`config.mk`:
```
export PLATFORM = sky130hd
export DESIGN_NAME = hklc_fifo
export DESIGN_NICKNAME = d
export VERILOG_FILES = /design/src/hdl/hashed_key_lru_cache_macros.svh /design/src/hdl/hklc_pkg.sv /design/src/hdl/hklc_fifo.sv
export SDC_FILE = /design/constraint.sdc
export NUM_CORES = 1
export LEC_CHECK = 0
export ABC_AREA = 1
export BUFFER_PORTS_ARGS = -buffer_cell sky130_fd_sc_hd__clkbuf_2
export CAP_MARGIN = 0
export CORE_MARGIN = 5
export CORE_UTILIZATION = 45
export CTS_BUF_LIST = sky130_fd_sc_hd__clkbuf_4 sky130_fd_sc_hd__clkbuf_8
export DETAILED_ROUTE_END_ITERATION = 6
export PLACE_DENSITY = 0.66
export RECOVER_POWER = 25
export SLEW_MARGIN = 20
export SYNTH_ARGS = -nofsm -noshare
export SYNTH_HDL_FRONTEND = slang
export SYNTH_SLANG_ARGS = --single-unit
```
`constraint.sdc`:
```
create_clock -name clk -period 5.15 [get_ports clk]
set_input_delay 1.545 -clock clk [delete_from_list [all_inputs] [get_ports clk]]
set_output_delay 1.545 -clock clk [all_outputs]
set_load 0.01 [all_outputs]
```
`src/hdl/hashed_key_lru_cache_macros.svh`:
```
// Assertion macros shared by the hashed key LRU cache RTL.
// No dependencies; included by the top level for its concurrent checks.
`ifndef HASHED_KEY_LRU_CACHE_MACROS_SVH
`define HASHED_KEY_LRU_CACHE_MACROS_SVH

// Same-cycle implication, disabled while reset is asserted
`define HKLC_ASSERT_IMPL(name, ck, rstn, ante, cons, msg) \
	name: assert property (@(posedge ck) disable iff (!rstn) (ante) |-> (cons)) \
		else $error(msg);

// Next-cycle implication, disabled while reset is asserted
`define HKLC_ASSERT_NEXT(name, ck, rstn, ante, cons, msg) \
	name: assert property (@(posedge ck) disable iff (!rstn) (ante) |=> (cons)) \
		else $error(msg);

`endif

```
`src/hdl/hklc_pkg.sv`:
```
// Shared types and constants of the hashed key LRU cache.
// No dependencies; imported by the front, queue, back end and top level.
`default_nettype none

package hklc_pkg;

	localparam int KEY_W  = 64;
	localparam int BYTE_W = 8;
	localparam int AGE_W  = 32;
	localparam int SLOT_W = 6;
	localparam int CMD_W  = 2;
	localparam int IN_DATA_W  = BYTE_W + KEY_W;
	localparam int OUT_DATA_W = 1 + SLOT_W + KEY_W + 1;

	// FNV-1a 64: prime is 2^40 + 0x1b3, so multiply as shift plus narrow product
	localparam logic [KEY_W-1:0] FNV_BASIS = 64'hcbf29ce484222325;
	localparam int               FNV_SHIFT = 40;
	localparam logic [8:0]       FNV_LOW   = 9'h1b3;

	// Command queue between front and back
	localparam int Q_DEPTH = 2;
	localparam int Q_AW    = $clog2(Q_DEPTH);

	typedef enum logic [CMD_W-1:0] {
		CMD_BYTE   = 2'd0,
		CMD_LOOKUP = 2'd1,
		CMD_CLEAR  = 2'd2
	} cmd_t;

	typedef enum logic [1:0] {
		KIND_LOOKUP = 2'd0,
		KIND_INSERT = 2'd1,
		KIND_CLEAR  = 2'd2
	} kind_t;

	typedef struct packed {
		kind_t            kind;
		logic [KEY_W-1:0] key;
	} op_t;

endpackage

`default_nettype wire

```
`src/hdl/hklc_fifo.sv`:
```
// Short command queue that decouples the hashing front from the cache back.
// Depends on hklc_pkg for the queued operation type and queue depth.
`default_nettype none

module hklc_fifo (
	input  wire logic          clk,
	input  wire logic          arst_n,
	input  wire logic          push,
	input  wire hklc_pkg::op_t push_op,
	output logic               full,
	input  wire logic          pop,
	output logic               empty,
	output hklc_pkg::op_t      head
);

	import hklc_pkg::*;

	op_t             mem_q [Q_DEPTH];
	logic [Q_AW-1:0] wr_ptr_q;
	logic [Q_AW-1:0] rd_ptr_q;
	logic [Q_AW:0]   cnt_q;

	assign full  = (cnt_q == (Q_AW + 1)'(Q_DEPTH));
	assign empty = (cnt_q == '0);
	assign head  = mem_q[rd_ptr_q];

	// Store pushed operations
	always_ff @(posedge clk) begin
		if (push) begin
			mem_q[wr_ptr_q] <= push_op;
		end
	end

	// Advance pointers and occupancy; depth is a power of two so pointers wrap
	always_ff @(posedge clk or negedge arst_n) begin
		if (!arst_n) begin
			wr_ptr_q <= '0;
			rd_ptr_q <= '0;
			cnt_q    <= '0;
		end else begin
			if (push) begin
				wr_ptr_q <= wr_ptr_q + 1'b1;
			end
			if (pop) begin
				rd_ptr_q <= rd_ptr_q + 1'b1;
			end
			if (push && !pop) begin
				cnt_q <= cnt_q + 1'b1;
			end else if (pop && !push) begin
				cnt_q <= cnt_q - 1'b1;
			end
		end
	end

endmodule

`default_nettype wire

```
==> flow_summary.ini, run 1 <==
[outcome]
outcome = finished clean

[timing]
fin_crit_sh = 0.7197
worst_slack_ns = 1.444
finalHoldViolCount = 0
finalSetupViolations = 0
finalClockSkew_ns = 0.007889
holdWs_ns = 0.5175
tns_ns = 0
slew_viol_final = 0
tightest_slew_ns = 1.057
fmax_mhz = 269.8
layout_min_cycle_time_ns = 3.706
slew_headroom = 0.2953
rsz0062_at_grt = false

[cts]
cts.hold.buffers_added = 0
cts_root_buffer = clkbuf_8
cts_made_buffers = 17
cts_max_level = 4
cts_tree = yes
cts-resized-gates = 0
cts_buffer_depth = 2
post_cts_buffers = 0
numClockSinks = 136
cts.reportedPaths.clkPinSlew_ns = 0.07
insertion_delay_ns = 0.42

[route]
dr.pass1.iters = 4
wl_per_cell_microns = 16.56
drc = 0
drtAntennaViolNets = 0
drt_iter0_drc = 137
via_per_inst = 4.818
drt-total-wl_microns = 8842
num_vias = 2573

[pwr]
p_sw_mw = 0.9716
leakagePower_nw = 2.442
pwr-share-clk = 0.251
finalPower_mw = 3.402
intPower_mw = 2.430
pwr-share-seq = 0.483
switching_share = 0.2856
combPwrFrac = 0.266
irDropWorstVdd_uv = 361.4
power_density_nw_per_um2 = 541.2

[synth]
synth_ff_type = edfxtp_1
synth_area_per_cell_sq_um = 22.10
yosysSeqAreaShare = 0.7996
synth_cell_types = 15
yosysMostFrequentCell = edfxtp_1
synth_common_cells = edfxtp_1, mux2_2, mux2_4
yosys.area.top_type_share = 0.7799
synth_area_leader_cell = edfxtp_1
synth-seq-cells = 136
synth_warnings = 0
synth.cell_area_sq_um = 5082
async_reset_ff_frac = 0.02941
syn_nets = 301
synth_edf_count = 132
syn_inst = 230
synth_area_leaders = edfxtp_1, mux2_4, mux2_2

[floorplanning]
num_rows = 38
core-area_sq_um = 10940
die_w_microns = 116.3
die-area_sq_um = 13520
dieHeight_microns = 116.3
start_util = 0.4648
io_pins = 138

[grt]
grt_max_degree = 68
antenna_found_initial = 0
overflow = 0
grt_pass1_wl_microns = 13690
grt_usage = 0.1365
grt_pass1_vias = 2785

[flow_run]
drv_cap = 0

[min_path]
hp-class = reg2reg
hold_path_depth = 2
hold_end = cnt_q[1]$_DFFE_PN0P_
holdCritStartpoint = cnt_q[1]$_DFFE_PN0P_

[setup_path]
r2r_setup_slack_ns = 3.26
r2r_start = wr_ptr_q$_DFFE_PN0P_
r2r_cells = 3
r2r-end = mem_q[1][29]$_DFFE_PP_
worstSetupStartpointType = register
cp_cell_sequence = mux2_2 -> clkbuf_2
path_delay_family = flip-flops
critPathBufInv = 1
crit_required_ns = 3.61
crit_type = reg2out
cp_max_fo = 67
arrival_ns = 2.16
cp-end-kind = output pin
cpPeakStageDelay_ns = 1.11
cp_slowest_cell = dfrtp_4

[placement]
finalWeightedCongestion = 0.7001
place_area_sq_um = 5926
place_inst = 502
place_ws_ns = 1.872
buffer_ports.inserted = 137

[final_layout]
final_area_sq_um = 6285
antenna_cells = 0
final_cells = 534
drive_gt1_frac = 0.5279
finish.utilization = 0.5747
area_delta_synth_final_pct = 23.66
fin_nets = 452
[cell type report]
cell class,count,area (sq um)
clock buffers,17,234.0
clock inverters,15,158.9
well taps,140,175.2
multi-input cells,80,943.4
repair buffers,139,679.4
flip-flops and latches,136,4068
inverters,7,26.28
fillers,893,4651
[logic make-up after synthesis]
kind of cell	Yosys count	share of synthesized area
XOR/XNOR	3	0.005171
multiplexers	66	0.1684
buffers and inverters	14	0.01625
flip-flops	136	0.7996
adder cells (fa/ha/maj)	1	0.002461
AND/OR/NAND/NOR	10	0.008124
[per-layer routing]
metal,GRT usage,up-vias,part of all wire
met4,0.05336,0,0.0069
met3,0.05337,7,0.089
met1,0.1707,1272,0.41
li1,-,1199,-
met5,0,-,0
met2,0.2151,95,0.49
[power groups by stage]
stage | combinational (mW) | sequential, mW | clock (mW)
6_report | 0.906 | 1.64 | 0.852
5_1_grt | 0.986 | 1.67 | 0.940
4_1_cts | 0.932 | 1.65 | 0.879
3_5_place_dp | 0.929 | 1.68 | 0
3_3_place_gp | 0.923 | 1.67 | 0
2_1_floorplan | 0.705 | 1.55 | 0
[flip-flops by register name (all words and copies together) (netlist names)]
signal	cells
mem_q	132
cnt_q	2
rd_ptr_q	1
wr_ptr_q	1
[worst register-to-register path, cell delays in order (launching register included)]
cell and delay (ns):
dfrtp_1 0.42, nand2_1 0.09, inv_2 0.35, buf_4 0.63
[layout by cell type (no fill, tap or decap), types with 3 or more instances in the layout]
master | netlist | layout
bufinv_16 | 0 | 3
clkbuf_1 | 0 | 27
clkbuf_2 | 0 | 110
clkbuf_8 | 0 | 17
clkinv_1 | 0 | 5
clkinvlp_4 | 0 | 3
dfrtp_1 | 4 | 3
edfxtp_1 | 132 | 132
inv_1 | 7 | 6
mux2_2 | 36 | 36
mux2_4 | 30 | 30
nand2_1 | 5 | 5
[worst max-delay path by stage]
stage	startpoint	end	slack [ns]	cells past startpoint
6_report	rd_ptr_q$_DFFE_PN0P_	head[50]	1.44	2
5_1_grt	rd_ptr_q$_DFFE_PN0P_	head[50]	1.32	2
4_1_cts	rd_ptr_q$_DFFE_PN0P_	head[50]	1.39	2
3_5_place_dp	rd_ptr_q$_DFFE_PN0P_	head[54]	1.87	2
3_3_place_gp	rd_ptr_q$_DFFE_PN0P_	head[50]	1.85	2
2_1_floorplan	push	mem_q[0][0]$_DFFE_PP_	0.31	2
No activity file was read; power rests on OpenSTA's default activity.
==> run 2, diff against run 1 <==
--- a/config.mk
+++ b/config.mk
@@ -12,7 +12,7 @@
 export CORE_UTILIZATION = 45
 export CTS_BUF_LIST = sky130_fd_sc_hd__clkbuf_4 sky130_fd_sc_hd__clkbuf_8
 export DETAILED_ROUTE_END_ITERATION = 6
-export PLACE_DENSITY = 0.66
+export PLACE_DENSITY = 0.69
 export RECOVER_POWER = 25
 export SLEW_MARGIN = 20
 export SYNTH_ARGS = -nofsm -noshare
==> constraint.sdc (replaced) <==
create_clock -name clk -period 3.2 [get_ports clk]
set_input_delay 0.96 -clock clk [delete_from_list [all_inputs] [get_ports clk]]
set_output_delay 0.96 -clock clk [all_outputs]
set_load 0.01 [all_outputs]
==> run 2 against run 1 <==
  * Combinational power grew 73%
  * Cell count grew 0.56%
  * Sequential cell count is the same
  * Die area is the same
  * Critical path type unchanged
  * Critical endpoint is now head[2]
==> flow_summary.ini, run 2 (synthesized netlist as in run 1, its figures left out) <==
[outcome]
outcome = finished clean

[flow_run]
drv_cap = 0

[timing]
finalHoldViolCount = 0
rsz0062_at_grt = false
finalClockSkew_ns = 0.005470
worst_slack_ns = 0.2287
layout_min_cycle_time_ns = 2.971
tns_ns = 0
slew_viol_final = 0
finalSetupViolations = 0
tightest_slew_ns = 0.6191
slew_headroom = 0.5873
fin_crit_sh = 0.9285
fmax_mhz = 336.6

[route]
drt-total-wl_microns = 8881
met3_length_microns = 621
num_vias = 2552
drtAntennaViolNets = 0
met1_length_microns = 3642
drt_iter0_drc = 111
wl_met2_microns = 4547
wl_per_cell_microns = 16.54
drc = 0
via_per_inst = 4.752
dr.max_layer_used = met4
dr.pass1.iters = 4

[floorplanning]
core-area_sq_um = 10940
io_pins = 138
die-area_sq_um = 13520
dieHeight_microns = 116.3
die_w_microns = 116.3
start_util = 0.4648
num_rows = 38

[pwr]
power_density_nw_per_um2 = 863.2
irDropWorstVdd_uv = 471.1
leakagePower_nw = 2.454

[final_layout]
area_delta_synth_final_pct = 24.08
fillers = 867
drive_gt1_frac = 0.5390
top_regs = mem_q (132), cnt_q (2)
final_cell_mix = edfxtp_1, clkbuf_2, mux2_2
largest_register_ffs = 132
antenna_cells = 0
fin_nets = 455
largest_register = mem_q
final_common_cell = edfxtp_1
final_area_sq_um = 6306

[cts]
cts_buffer_depth = 2
cts_max_level = 4
insertion_delay_ns = 0.41
cts_tree = yes
post_cts_buffers = 0
cts.reportedPaths.clkPinSlew_ns = 0.07
cts-resized-gates = 0
cts.hold.buffers_added = 0
numClockSinks = 136
cts_root_buffer = clkbuf_8
cts_made_buffers = 17

[placement]
place_ws_ns = 0.6321
place_area_sq_um = 5961
finalWeightedCongestion = 0.6906
dpl.hpwl_microns = 6139
buffer_ports.inserted = 137

[grt]
overflow = 0
grt_pass1_wl_microns = 13440
grt_max_degree = 46
grt_pass1_vias = 2746
grt_usage = 0.1362
antenna_found_initial = 0

[setup_path]
arrival_ns = 2.01
worstSetupStartpointType = register
crit_type = reg2out
cp_max_fo = 34
crit_required_ns = 2.24
cp-end-kind = output pin

[min_path]
hp-class = in2async
run 2: cell types whose count changed in the layout (fill, tap and decap cells not counted), sizes merged:
cell	delta
clkinvlp	+1
inv	-1
clkbuf	+2
bufinv	-1
clkinv	-1
buf	+3
run 2: cell type report:
class                      count  area (sq um)  area share
multi-input combinational     80         943.4      0.1496
clock inverter                13         131.4     0.02083
inverter                       7         26.28    0.004167
tap                          140         175.2     0.02778
timing repair buffer         142         713.2      0.1131
clock buffer                  19         249.0     0.03948
sequential                   136          4068      0.6450
run 2: power breakdown:
part	total, mW	internal (mW)	leakage (nW)	switching (mW)
logic	1.57	0.809	0.984	0.760
registers	2.56	2.37	1.29	0.195
clock network	1.31	0.702	0.186	0.612
total	5.44	3.88	2.45	1.57
run 2: worst max-delay path: stages, from the launching register on:
cell and delay [ns]:
dfrtp_4 0.79, buf_4 0.31, mux2_2 0.36, clkbuf_2 0.13
run 2: per-layer routing:
layer / vias up / GRT usage
met3: 7 / 0.04922
met4: 0 / 0.04640
met2: 92 / 0.2315
met5: - / 0
met1: 1245 / 0.1607
li1: 1208 / -
run 2: worst paths after layout:
kind                                       from                endpoint  slack [ns]  cells past startpoint
max reg2reg                wr_ptr_q$_DFFE_PN0P_  mem_q[1][34]$_DFFE_PP_        1.60                      3
min                                      arst_n    cnt_q[0]$_DFFE_PN0P_        0.37                      1
min reg2reg                wr_ptr_q$_DFFE_PN0P_    wr_ptr_q$_DFFE_PN0P_        0.55                      1
max in group asynchronous                arst_n    rd_ptr_q$_DFFE_PN0P_        2.62                      1
min in group clk           wr_ptr_q$_DFFE_PN0P_    wr_ptr_q$_DFFE_PN0P_        0.55                      1
max                        rd_ptr_q$_DFFE_PN0P_                 head[2]        0.23                      3
run 2: per-stage QoR:
stage | cells | util | hold WS [ns] | power (mW)
2_1_floorplan | 230 | - | 0.4631 | 3.619
3_3_place_gp | 505 | 0.5451 | 0.4921 | 4.178
3_5_place_dp | 505 | 0.5451 | 0.5301 | 4.220
4_1_cts | 537 | 0.5799 | 0.3097 | 5.547
5_1_grt | 537 | 0.5767 | 0.3359 | 5.739
6_report | 537 | 0.5767 | 0.3701 | 5.444
